--- config.mk ---
export PLATFORM = sky130hd
export DESIGN_NAME = column_geometric_features
export DESIGN_NICKNAME = d
export VERILOG_FILES = /design/src/rtl/core/cgf_pkg.sv /design/src/rtl/core/cgf_lane.sv /design/src/rtl/core/cgf_merge.sv /design/src/rtl/core/cgf_divider.sv /design/src/rtl/core/column_geometric_features.sv
export SDC_FILE = /design/constraint.sdc
export NUM_CORES = 2
export LEC_CHECK = 0
export BUFFER_PORTS_ARGS = -buffer_cell sky130_fd_sc_hd__buf_2
export CORE_AREA = 2 2 546 413
export DETAILED_ROUTE_END_ITERATION = 7
export DIE_AREA = 0 0 548 415
export PLACE_DENSITY = 0.4
export SLEW_MARGIN = 20
export SYNTH_ARGS = -nofsm -noshare
export SYNTH_HDL_FRONTEND = slang
export SYNTH_HIERARCHICAL = 1
export SYNTH_SLANG_ARGS = --single-unit
--- constraint.sdc ---
create_clock -name clock -period 20.5 [get_ports clock]
set_input_delay 2.05 -clock clock [delete_from_list [all_inputs] [get_ports clock]]
set_output_delay 2.05 -clock clock [all_outputs]
set_load 0.02 [all_outputs]
--- src/rtl/core/cgf_pkg.sv ---
package cgf_pkg;

   localparam int DEF_MAX_HEIGHT = 64;
   localparam int COL_W          = 64;
   localparam int SEG_ROWS       = 8;
   localparam int ROW_W          = 7;
   localparam int FRAC_BITS      = 10;

   localparam int LANE_CNT_W     = 4;
   localparam int LANE_S1_W      = 9;
   localparam int LANE_S2_W      = 15;
   localparam int LANE_TR_W      = 4;

   localparam int CNT_W          = 7;
   localparam int S1_W           = 12;
   localparam int S2_W           = 17;
   localparam int TR_W           = 6;
   localparam int INNER_W        = 6;
   localparam int MEAN_W         = 16;
   localparam int MOM_W          = 15;
   localparam int SLOPE_W        = 8;

   localparam int DIVIDEND_W     = S2_W + FRAC_BITS;
   localparam int DIVISOR_W      = 13;
   localparam int QUO_W          = 16;
   localparam int REM_W          = DIVISOR_W + 1;

   typedef struct packed {
      logic                  any;
      logic [ROW_W-1:0]      first_row;
      logic [ROW_W-1:0]      last_row;
      logic [LANE_CNT_W-1:0] count;
      logic [LANE_S1_W-1:0]  s1;
      logic [LANE_S2_W-1:0]  s2;
      logic [LANE_TR_W-1:0]  trans;
   } lane_sum_type;

   typedef struct packed {
      logic [CNT_W-1:0]   count;
      logic [S1_W-1:0]    s1;
      logic [S2_W-1:0]    s2;
      logic [ROW_W-1:0]   top;
      logic [ROW_W-1:0]   bottom;
      logic [TR_W-1:0]    trans;
      logic [INNER_W-1:0] inner;
   } merge_type;

   typedef struct packed {
      logic [CNT_W-1:0]   count;
      logic [MEAN_W-1:0]  mean;
      logic [MOM_W-1:0]   mom;
      logic [ROW_W-1:0]   top;
      logic [ROW_W-1:0]   bottom;
      logic [TR_W-1:0]    trans;
      logic [INNER_W-1:0] inner;
   } feat_type;

   typedef struct packed {
      logic                  start;
      logic [DIVIDEND_W-1:0] dividend;
      logic [DIVISOR_W-1:0]  divisor;
   } div_req_type;

   typedef struct packed {
      logic             done;
      logic [QUO_W-1:0] quotient;
   } div_rsp_type;

   // Clamp the height register to 1..hmax.
   function automatic logic [ROW_W-1:0] eff_height(input logic [ROW_W-1:0] h,
                                                   input logic [ROW_W-1:0] hmax);
      logic [ROW_W-1:0] r;
      r = h;
      if (h == '0) begin
         r = ROW_W'(1);
      end else if (h > hmax) begin
         r = hmax;
      end
      return r;
   endfunction

endpackage

--- src/rtl/core/cgf_lane.sv ---
module cgf_lane #(
   parameter int LANE_INDEX = 0
) (
   input  logic                                 clock,
   input  logic                                 load,
   input  logic [cgf_pkg::SEG_ROWS-1:0]         seg_bits,
   input  logic [cgf_pkg::SEG_ROWS-1:0]         seg_valid,
   input  logic                                 prev_bit,
   output cgf_pkg::lane_sum_type                lane_sum
);
   import cgf_pkg::*;

   lane_sum_type          sum_in;
   lane_sum_type          sum_ff;
   logic [SEG_ROWS:0]     window;
   logic [ROW_W-1:0]      row;

   assign window = {seg_bits, prev_bit};

   always_comb begin
      sum_in = '0;
      row    = '0;
      for (int i = 0; i < SEG_ROWS; i++) begin
         row = ROW_W'(LANE_INDEX * SEG_ROWS + i + 1);
         if (seg_bits[i]) begin
            sum_in.count = sum_in.count + LANE_CNT_W'(1);
            sum_in.s1    = sum_in.s1 + LANE_S1_W'(row);
            sum_in.s2    = sum_in.s2 + LANE_S2_W'((LANE_INDEX * SEG_ROWS + i + 1) *
                                                  (LANE_INDEX * SEG_ROWS + i + 1));
            if (!sum_in.any) begin
               sum_in.first_row = row;
            end
            sum_in.any      = 1'b1;
            sum_in.last_row = row;
         end
         // row 1 has no row above it
         if (seg_valid[i] && (window[i+1] != window[i]) &&
             ((i > 0) || (LANE_INDEX > 0))) begin
            sum_in.trans = sum_in.trans + LANE_TR_W'(1);
         end
      end
   end

   always_ff @(posedge clock) begin
      if (load) begin
         sum_ff <= sum_in;
      end
   end

   assign lane_sum = sum_ff;

endmodule

--- src/rtl/core/cgf_merge.sv ---
module cgf_merge #(
   parameter int LANES = 8
) (
   input  logic                          clock,
   input  logic                          load,
   input  logic [cgf_pkg::ROW_W-1:0]     height,
   input  cgf_pkg::lane_sum_type         lane_sums [LANES],
   output cgf_pkg::merge_type            merged
);
   import cgf_pkg::*;

   merge_type merge_in;
   merge_type merge_ff;

   always_comb begin
      merge_in        = '0;
      merge_in.top    = height + ROW_W'(1);
      merge_in.bottom = '0;
      for (int l = 0; l < LANES; l++) begin
         merge_in.count = merge_in.count + CNT_W'(lane_sums[l].count);
         merge_in.s1    = merge_in.s1 + S1_W'(lane_sums[l].s1);
         merge_in.s2    = merge_in.s2 + S2_W'(lane_sums[l].s2);
         merge_in.trans = merge_in.trans + TR_W'(lane_sums[l].trans);
         if (lane_sums[l].any) begin
            merge_in.bottom = lane_sums[l].last_row;
         end
         if (lane_sums[LANES-1-l].any) begin
            merge_in.top = lane_sums[LANES-1-l].first_row;
         end
      end
      if (merge_in.count >= CNT_W'(2)) begin
         merge_in.inner = INNER_W'(merge_in.count - CNT_W'(2));
      end else begin
         merge_in.inner = '0;
      end
   end

   always_ff @(posedge clock) begin
      if (load) begin
         merge_ff <= merge_in;
      end
   end

   assign merged = merge_ff;

endmodule

--- src/rtl/core/cgf_divider.sv ---
module cgf_divider (
   input  logic                  clock,
   input  logic                  reset,
   input  cgf_pkg::div_req_type  div_req,
   output cgf_pkg::div_rsp_type  div_rsp
);
   import cgf_pkg::*;

   localparam int STEPS = 2;
   localparam int ITER  = QUO_W / STEPS;
   localparam int ITER_W = $clog2(ITER);

   logic                 busy_ff;
   logic                 done_ff;
   logic [ITER_W-1:0]    iter_ff;
   logic [REM_W-1:0]     rem_ff;
   logic [QUO_W-1:0]     quo_ff;
   logic [DIVISOR_W-1:0] dsr_ff;

   logic [REM_W-1:0]     rem_in;
   logic [QUO_W-1:0]     quo_in;
   logic [REM_W-1:0]     trial;

   // two restoring steps per cycle; remainder stays below the divisor
   always_comb begin
      rem_in = rem_ff;
      quo_in = quo_ff;
      trial  = '0;
      for (int s = 0; s < STEPS; s++) begin
         trial = {rem_in[REM_W-2:0], quo_in[QUO_W-1]};
         if (trial >= REM_W'(dsr_ff)) begin
            rem_in = trial - REM_W'(dsr_ff);
            quo_in = {quo_in[QUO_W-2:0], 1'b1};
         end else begin
            rem_in = trial;
            quo_in = {quo_in[QUO_W-2:0], 1'b0};
         end
      end
   end

   always_ff @(posedge clock) begin
      if (reset) begin
         busy_ff <= 1'b0;
         done_ff <= 1'b0;
         iter_ff <= '0;
      end else begin
         done_ff <= 1'b0;
         if (div_req.start) begin
            busy_ff <= 1'b1;
            iter_ff <= ITER_W'(ITER - 1);
            // quotient fits QUO_W bits, so the upper dividend is below the divisor
            rem_ff  <= REM_W'(div_req.dividend >> QUO_W);
            quo_ff  <= div_req.dividend[QUO_W-1:0];
            dsr_ff  <= div_req.divisor;
         end else if (busy_ff) begin
            rem_ff  <= rem_in;
            quo_ff  <= quo_in;
            iter_ff <= iter_ff - ITER_W'(1);
            if (iter_ff == '0) begin
               busy_ff <= 1'b0;
               done_ff <= 1'b1;
            end
         end
      end
   end

   assign div_rsp.done     = done_ff;
   assign div_rsp.quotient = quo_ff;

endmodule

--- src/rtl/core/column_geometric_features.sv ---
// Channel  Direction  Handshake             Carries
// req_     in         req_valid/req_stall   one column bitmap, last-column flag
// rsp_     out        rsp_valid/rsp_stall   seven features, two slopes, last flag
// csr_     in         csr_wr_en             height register, no read-back
//
// A column passes from acceptance to the next acceptance through lanes,
// merge and divider launch, then two divisions, each with its done step, on
// the shared radix-4 divider, and then, where a result is due, its
// emission; a last column with a pending one emits both results.
// Reset (synchronous, active high) clears the sequencer, the pending column
// and the height to 64. A stalled result holds in the output register; the
// block still takes the next column, and only waits at emission time.
module column_geometric_features #(
   parameter int MAX_HEIGHT = cgf_pkg::DEF_MAX_HEIGHT
) (
   input  logic                clock,
   input  logic                reset,

   input  logic                csr_wr_en,
   input  logic [6:0]          csr_wr_data,

   input  logic                req_valid,
   output logic                req_stall,
   input  logic [63:0]         req_column_bits,
   input  logic                req_last_column,

   output logic                rsp_valid,
   input  logic                rsp_stall,
   output logic [6:0]          rsp_black_count,
   output logic [15:0]         rsp_mean_row_q10,
   output logic [14:0]         rsp_moment_q10,
   output logic [6:0]          rsp_top_row,
   output logic [6:0]          rsp_bottom_row,
   output logic signed [7:0]   rsp_top_slope_x2,
   output logic signed [7:0]   rsp_bottom_slope_x2,
   output logic [5:0]          rsp_transitions,
   output logic [5:0]          rsp_inner_black,
   output logic                rsp_last_result
);
   import cgf_pkg::*;

   localparam int LANES = (MAX_HEIGHT + SEG_ROWS - 1) / SEG_ROWS;
   localparam logic [ROW_W-1:0] HMAX = ROW_W'(MAX_HEIGHT);

   typedef enum logic [3:0] {
      ST_IDLE,
      ST_LANE,
      ST_MERGE,
      ST_MEAN_GO,
      ST_MEAN_WAIT,
      ST_MOM_WAIT,
      ST_EMIT_PEND,
      ST_EMIT_LAST
   } state_type;

   state_type            state_ff;

   // configuration and image context
   logic [ROW_W-1:0]     height_ff;
   logic                 pend_valid_ff;
   feat_type             pend_ff;
   logic [ROW_W-1:0]     prev_top_ff;
   logic [ROW_W-1:0]     prev_bot_ff;

   // column in flight
   logic [COL_W-1:0]     col_ff;
   logic [COL_W-1:0]     rowv_ff;
   logic                 last_ff;
   logic [ROW_W-1:0]     h_ff;
   logic [DIVISOR_W-1:0] hsq_ff;
   feat_type             cur_ff;
   feat_type             cur_done;

   // output register
   logic                 rsp_valid_ff;
   feat_type             out_feat_ff;
   logic [SLOPE_W-1:0]   out_top_slope_ff;
   logic [SLOPE_W-1:0]   out_bot_slope_ff;
   logic                 out_last_ff;

   logic [ROW_W-1:0]     h_eff;
   logic [COL_W-1:0]     row_mask;
   logic                 out_free;

   lane_sum_type         lane_sums [LANES];
   merge_type            merged;
   div_req_type          div_req;
   div_rsp_type          div_rsp;

   assign h_eff    = eff_height(height_ff, HMAX);
   assign out_free = !rsp_valid_ff || !rsp_stall;
   assign req_stall = (state_ff != ST_IDLE);

   // bit positions at or above the height (rows past the height) are masked off
   always_comb begin
      for (int k = 0; k < COL_W; k++) begin
         row_mask[k] = (ROW_W'(k) < h_eff);
      end
   end

   // lanes: each one scans SEG_ROWS rows of the column
   for (genvar g = 0; g < LANES; g++) begin : g_lane
      logic prev_bit;
      if (g == 0) begin : g_first
         assign prev_bit = 1'b0;
      end else begin : g_rest
         assign prev_bit = col_ff[g*SEG_ROWS-1];
      end
      cgf_lane #(
         .LANE_INDEX (g)
      ) u_lane (
         .clock     (clock),
         .load      (state_ff == ST_LANE),
         .seg_bits  (col_ff[g*SEG_ROWS +: SEG_ROWS]),
         .seg_valid (rowv_ff[g*SEG_ROWS +: SEG_ROWS]),
         .prev_bit  (prev_bit),
         .lane_sum  (lane_sums[g])
      );
   end

   cgf_merge #(
      .LANES (LANES)
   ) u_merge (
      .clock     (clock),
      .load      (state_ff == ST_MERGE),
      .height    (h_ff),
      .lane_sums (lane_sums),
      .merged    (merged)
   );

   // mean launches after merge; the moment launches as the mean completes
   always_comb begin
      div_req = '0;
      if (state_ff == ST_MEAN_GO) begin
         div_req.start    = 1'b1;
         div_req.dividend = DIVIDEND_W'({merged.s1, FRAC_BITS'(0)});
         div_req.divisor  = DIVISOR_W'(h_ff);
      end else if ((state_ff == ST_MEAN_WAIT) && div_rsp.done) begin
         div_req.start    = 1'b1;
         div_req.dividend = {merged.s2, FRAC_BITS'(0)};
         div_req.divisor  = hsq_ff;
      end
   end

   cgf_divider u_divider (
      .clock   (clock),
      .reset   (reset),
      .div_req (div_req),
      .div_rsp (div_rsp)
   );

   always_comb begin
      cur_done     = cur_ff;
      cur_done.mom = div_rsp.quotient[MOM_W-1:0];
   end

   always_ff @(posedge clock) begin
      if (reset) begin
         state_ff      <= ST_IDLE;
         height_ff     <= ROW_W'(64);
         pend_valid_ff <= 1'b0;
         prev_top_ff   <= eff_height(ROW_W'(64), HMAX) + ROW_W'(1);
         prev_bot_ff   <= '0;
         rsp_valid_ff  <= 1'b0;
      end else begin
         if (rsp_valid_ff && !rsp_stall) begin
            rsp_valid_ff <= 1'b0;
         end

         // with nothing pending the first column's previous top follows height
         if (csr_wr_en) begin
            height_ff <= csr_wr_data;
            if (!pend_valid_ff) begin
               prev_top_ff <= eff_height(csr_wr_data, HMAX) + ROW_W'(1);
            end
         end

         case (state_ff)
            ST_IDLE: begin
               if (req_valid) begin
                  col_ff   <= req_column_bits & row_mask;
                  rowv_ff  <= row_mask;
                  last_ff  <= req_last_column;
                  h_ff     <= h_eff;
                  state_ff <= ST_LANE;
               end
            end
            ST_LANE: begin
               hsq_ff   <= DIVISOR_W'(h_ff) * DIVISOR_W'(h_ff);
               state_ff <= ST_MERGE;
            end
            ST_MERGE: begin
               state_ff <= ST_MEAN_GO;
            end
            ST_MEAN_GO: begin
               cur_ff.count  <= merged.count;
               cur_ff.top    <= merged.top;
               cur_ff.bottom <= merged.bottom;
               cur_ff.trans  <= merged.trans;
               cur_ff.inner  <= merged.inner;
               state_ff      <= ST_MEAN_WAIT;
            end
            ST_MEAN_WAIT: begin
               if (div_rsp.done) begin
                  cur_ff.mean <= div_rsp.quotient;
                  state_ff    <= ST_MOM_WAIT;
               end
            end
            ST_MOM_WAIT: begin
               if (div_rsp.done) begin
                  cur_ff <= cur_done;
                  if (pend_valid_ff) begin
                     state_ff <= ST_EMIT_PEND;
                  end else if (last_ff) begin
                     state_ff <= ST_EMIT_LAST;
                  end else begin
                     pend_ff       <= cur_done;
                     pend_valid_ff <= 1'b1;
                     state_ff      <= ST_IDLE;
                  end
               end
            end
            ST_EMIT_PEND: begin
               // pending column: slopes from the current column and the one before the pending one
               if (out_free) begin
                  rsp_valid_ff     <= 1'b1;
                  out_feat_ff      <= pend_ff;
                  out_top_slope_ff <= SLOPE_W'(cur_ff.top) - SLOPE_W'(prev_top_ff);
                  out_bot_slope_ff <= SLOPE_W'(cur_ff.bottom) - SLOPE_W'(prev_bot_ff);
                  out_last_ff      <= 1'b0;
                  prev_top_ff      <= pend_ff.top;
                  prev_bot_ff      <= pend_ff.bottom;
                  if (last_ff) begin
                     state_ff <= ST_EMIT_LAST;
                  end else begin
                     pend_ff  <= cur_ff;
                     state_ff <= ST_IDLE;
                  end
               end
            end
            ST_EMIT_LAST: begin
               // final column: next extremes are those of an empty column
               if (out_free) begin
                  rsp_valid_ff     <= 1'b1;
                  out_feat_ff      <= cur_ff;
                  out_top_slope_ff <= SLOPE_W'(h_ff) + SLOPE_W'(1) - SLOPE_W'(prev_top_ff);
                  out_bot_slope_ff <= SLOPE_W'(0) - SLOPE_W'(prev_bot_ff);
                  out_last_ff      <= 1'b1;
                  pend_valid_ff    <= 1'b0;
                  prev_top_ff      <= h_ff + ROW_W'(1);
                  prev_bot_ff      <= '0;
                  state_ff         <= ST_IDLE;
               end
            end
            default: begin
               state_ff <= ST_IDLE;
            end
         endcase
      end
   end

   assign rsp_valid           = rsp_valid_ff;
   assign rsp_black_count     = out_feat_ff.count;
   assign rsp_mean_row_q10    = out_feat_ff.mean;
   assign rsp_moment_q10      = out_feat_ff.mom;
   assign rsp_top_row         = out_feat_ff.top;
   assign rsp_bottom_row      = out_feat_ff.bottom;
   assign rsp_top_slope_x2    = $signed(out_top_slope_ff);
   assign rsp_bottom_slope_x2 = $signed(out_bot_slope_ff);
   assign rsp_transitions     = out_feat_ff.trans;
   assign rsp_inner_black     = out_feat_ff.inner;
   assign rsp_last_result     = out_last_ff;

endmodule

==> summary.txt <==
RUN STATUS
----------------------------------------------------------------------------------
Outcome                                                               finished, final reports clean

GLOBAL ROUTING
----------------------------------------------------------------------------------
Gr ovfl total                                                                    0
Pin count of the biggest net entering global routing                            71
Vias in the first global route                                               46200
Wire length of the first global-routing pass                             319000 um
Initial antenna violation count                                                 32
All-layer global routing usage                                               0.189

CLOCK NETWORK
----------------------------------------------------------------------------------
Number of gates given a new drive strength after cts                             0
Clock sink count                                                               814
CTS tree                                                                      done
Number of buffers inserted by post-CTS setup repair                              0
Clock tree root driver cell                                           sky130_fd_sc_hd__clkbuf_16
CTS HTree Levels                                                                 3
CTS Hold Buffers Added                                                           0
Number of buffers created by CTS                                                95
Maximum count of clock buffers along a single path                               3
Clock-pin slew on the worst setup and hold paths                           0.06 ns
Clock insertion delay at the later pin of the skew report                  0.74 ns

PLACEMENT
----------------------------------------------------------------------------------
Post-detail-place hpwl                                                   170000 um
Number of input and output port buffers inserted                               159
Final weighted congestion in routability-driven placement                    0.883
Placed instance area                                                   0.0698 mm^2

TIMING
----------------------------------------------------------------------------------
Slew of the pin with the lowest slew margin                                1.17 ns
Unrepaired setup endpoints after global routing                              false
Total negative slack                                                          0 ns
Final setup skew                                                         0.0561 ns
Clock period minus worst slack                                             6.04 ns
Final hold slack                                                          0.406 ns
Final setup violation count                                                      0
Peak clock frequency supported by timing                                 0.165 GHz
Final Max Tran Viols                                                             0
Slew headroom                                                                0.210
Final period util                                                            0.295
Final Hold Vio Count                                                             0

FINAL LAYOUT
----------------------------------------------------------------------------------
Fin area                                                               0.0730 mm^2
Area growth syn-to-layout                                                    10.1%
Share of cells above drive strength 1                                        0.120
Final layout net count                                                        7385

YOSYS
----------------------------------------------------------------------------------
Synthesized instance count                                                    6654
Ys Warns                                                                         6
Area of the mapped netlist                                             0.0663 mm^2
Mean instance size in the synthesized netlist                            9.96 um^2

WORST SETUP PATH
----------------------------------------------------------------------------------
Worst flop-to-flop path startpoint                                      col_ff[41]
FF-to-FF setup slack                                                      14.46 ns
Worst setup endpoint                                                  g_lane[5].u_lane/lane_sum[1]
Endpoint of the most critical register-to-register path               g_lane[5].u_lane/lane_sum[1]
Largest fanout on the critical path                                             26
Worst reg-to-reg path cell count                                                19
Worst setup path category                                               reg -> reg
Kind of start point of the critical path                                      flop
Crit path required time                                                   20.98 ns
Arrival time worst endpoint                                                6.52 ns
Crit path launch                                                        col_ff[41]
Worst setup EP type                                                           flop

FLOORPLANNING
----------------------------------------------------------------------------------
Core box area                                                           0.222 mm^2
Std-Cell Rows                                                                  150
Initial Utilization                                                          0.299
Die area                                                                0.227 mm^2
Top-Level Pins                                                                 160
Chip height                                                                 415 um
Width of the die                                                            548 um

ROUTE
----------------------------------------------------------------------------------
Count of unresolved DRC violations after routing                                 0
Per-cell routed wire length                                                22.5 um
Remaining number of nets flagged by the antenna check after routing              0
Ratio of routed vias to standard cells                                        4.98
Drt pass-1 iters                                                                 6
Count of vias placed by the detailed router                                  48500
Drt first-iter violations                                                     3917
Total routed wirelength                                                  220000 um

POWER
----------------------------------------------------------------------------------
Worst supply voltage drop on vdd                                        0.000209 V
Leakage power summed over all cells                                        28.3 nW
PwrDens                                                                141 mW/mm^2

RUN
----------------------------------------------------------------------------------
Maximum capacitance violations                                                   0

MIN PATH
----------------------------------------------------------------------------------
Worst hold path class                                                   reg -> reg

-- layer usage --
layer  vias up  track usage  share of wire
met5         -            0       0.000036
met4         2       0.0431          0.023
met3       208       0.0274          0.049
met2      1096        0.270           0.41
met1     23800        0.293           0.52
li1      23400            -              -
-- how the worst min path moves through the flow --
stage,start,to,slack (ns),cells after the start
final,u_merge/merged[24],cur_done[24],0.41,0
after global routing,u_merge/merged[24],cur_done[24],0.42,0
after CTS,u_merge/merged[24],cur_done[24],0.39,0
after detailed placement,u_merge/merged[24],cur_done[24],0.40,0
after global placement,u_merge/merged[2],cur_done[2],0.40,0
after floorplan,u_merge/merged[0],cur_done[0],0.40,0
-- through the flow --
stage               power, mW  std cells  worst slack [ns]   util
detailed placement       8.51       9565             14.47  0.315
CTS                      10.3       9741             14.45  0.329
global placement         8.46       9565             14.49  0.315
global route             11.1       9742             14.02  0.329
finish                   10.3       9745             14.46  0.329
floorplan                6.63       6695              5.21      -
-- critical path: stages (launching register included) --
cell	delay, ns
sky130_fd_sc_hd__edfxtp_1	0.91
sky130_fd_sc_hd__inv_1	0.26
sky130_fd_sc_hd__ha_1	0.95
sky130_fd_sc_hd__nand2_1	0.16
sky130_fd_sc_hd__inv_1	0.10
sky130_fd_sc_hd__ha_1	0.25
sky130_fd_sc_hd__xor2_1	0.24
sky130_fd_sc_hd__inv_1	0.07
sky130_fd_sc_hd__ha_1	0.27
sky130_fd_sc_hd__mux2i_1	0.23
sky130_fd_sc_hd__inv_1	0.08
sky130_fd_sc_hd__ha_1	0.28
sky130_fd_sc_hd__nor2_1	0.04
sky130_fd_sc_hd__a21oi_1	0.24
sky130_fd_sc_hd__ha_1	0.29
sky130_fd_sc_hd__mux2_2	0.30
sky130_fd_sc_hd__ha_1	0.29
sky130_fd_sc_hd__mux2_2	0.29
sky130_fd_sc_hd__ha_1	0.29
sky130_fd_sc_hd__mux2_2	0.26
-- placed cells by master, fill, tap and decap left out, types with 96 or more instances in the layout --
cell	instances
sky130_fd_sc_hd__nand3_1	189
sky130_fd_sc_hd__fa_1	198
sky130_fd_sc_hd__xnor2_1	445
sky130_fd_sc_hd__nand2_1	725
sky130_fd_sc_hd__mux2_2	105
sky130_fd_sc_hd__a21oi_1	272
sky130_fd_sc_hd__o21ai_0	205
sky130_fd_sc_hd__xor2_1	247
sky130_fd_sc_hd__clkbuf_16	96
sky130_fd_sc_hd__nor2_1	298
sky130_fd_sc_hd__and2_1	147
sky130_fd_sc_hd__buf_2	159
sky130_fd_sc_hd__nand2b_1	97
sky130_fd_sc_hd__edfxtp_1	783
sky130_fd_sc_hd__inv_1	640
sky130_fd_sc_hd__ha_1	412
-- cell type report --
cell class	count	area [um^2]
diodes	4	10.0
repair buffers	250	1480
well taps	2964	3710
clock inverters	60	676
clock buffers	116	2510
multi-input cells	4868	37900
flip-flops and latches	814	24100
inverters	669	2510
fillers	22600	149000
-- power breakdown --
group / leakage [nW] / internal (mW) / switching, mW
clock network: 1.56 / 0.984 / 0.774
registers: 7.36 / 2.36 / 0.105
logic: 19.4 / 2.33 / 3.73
-- registers in the layout, summed over array words and instances, names as in the netlist, 8 cells and up --
name and count:
col_ff 64, cur_done 49, cur_ff 15, g_lane.u_lane/lane_sum 324, hsq_ff 12, pend_ff 64, rowv_ff 63, rsp_bottom_slope_x2 8
rsp_mean_row_q10 16, rsp_moment_q10 15, rsp_top_slope_x2 8, u_divider/dsr_ff 13, u_divider/quo_ff 16, u_divider/rem_ff 13, u_merge/merged 62
Note: power is estimated with default switching activity, not from simulation.
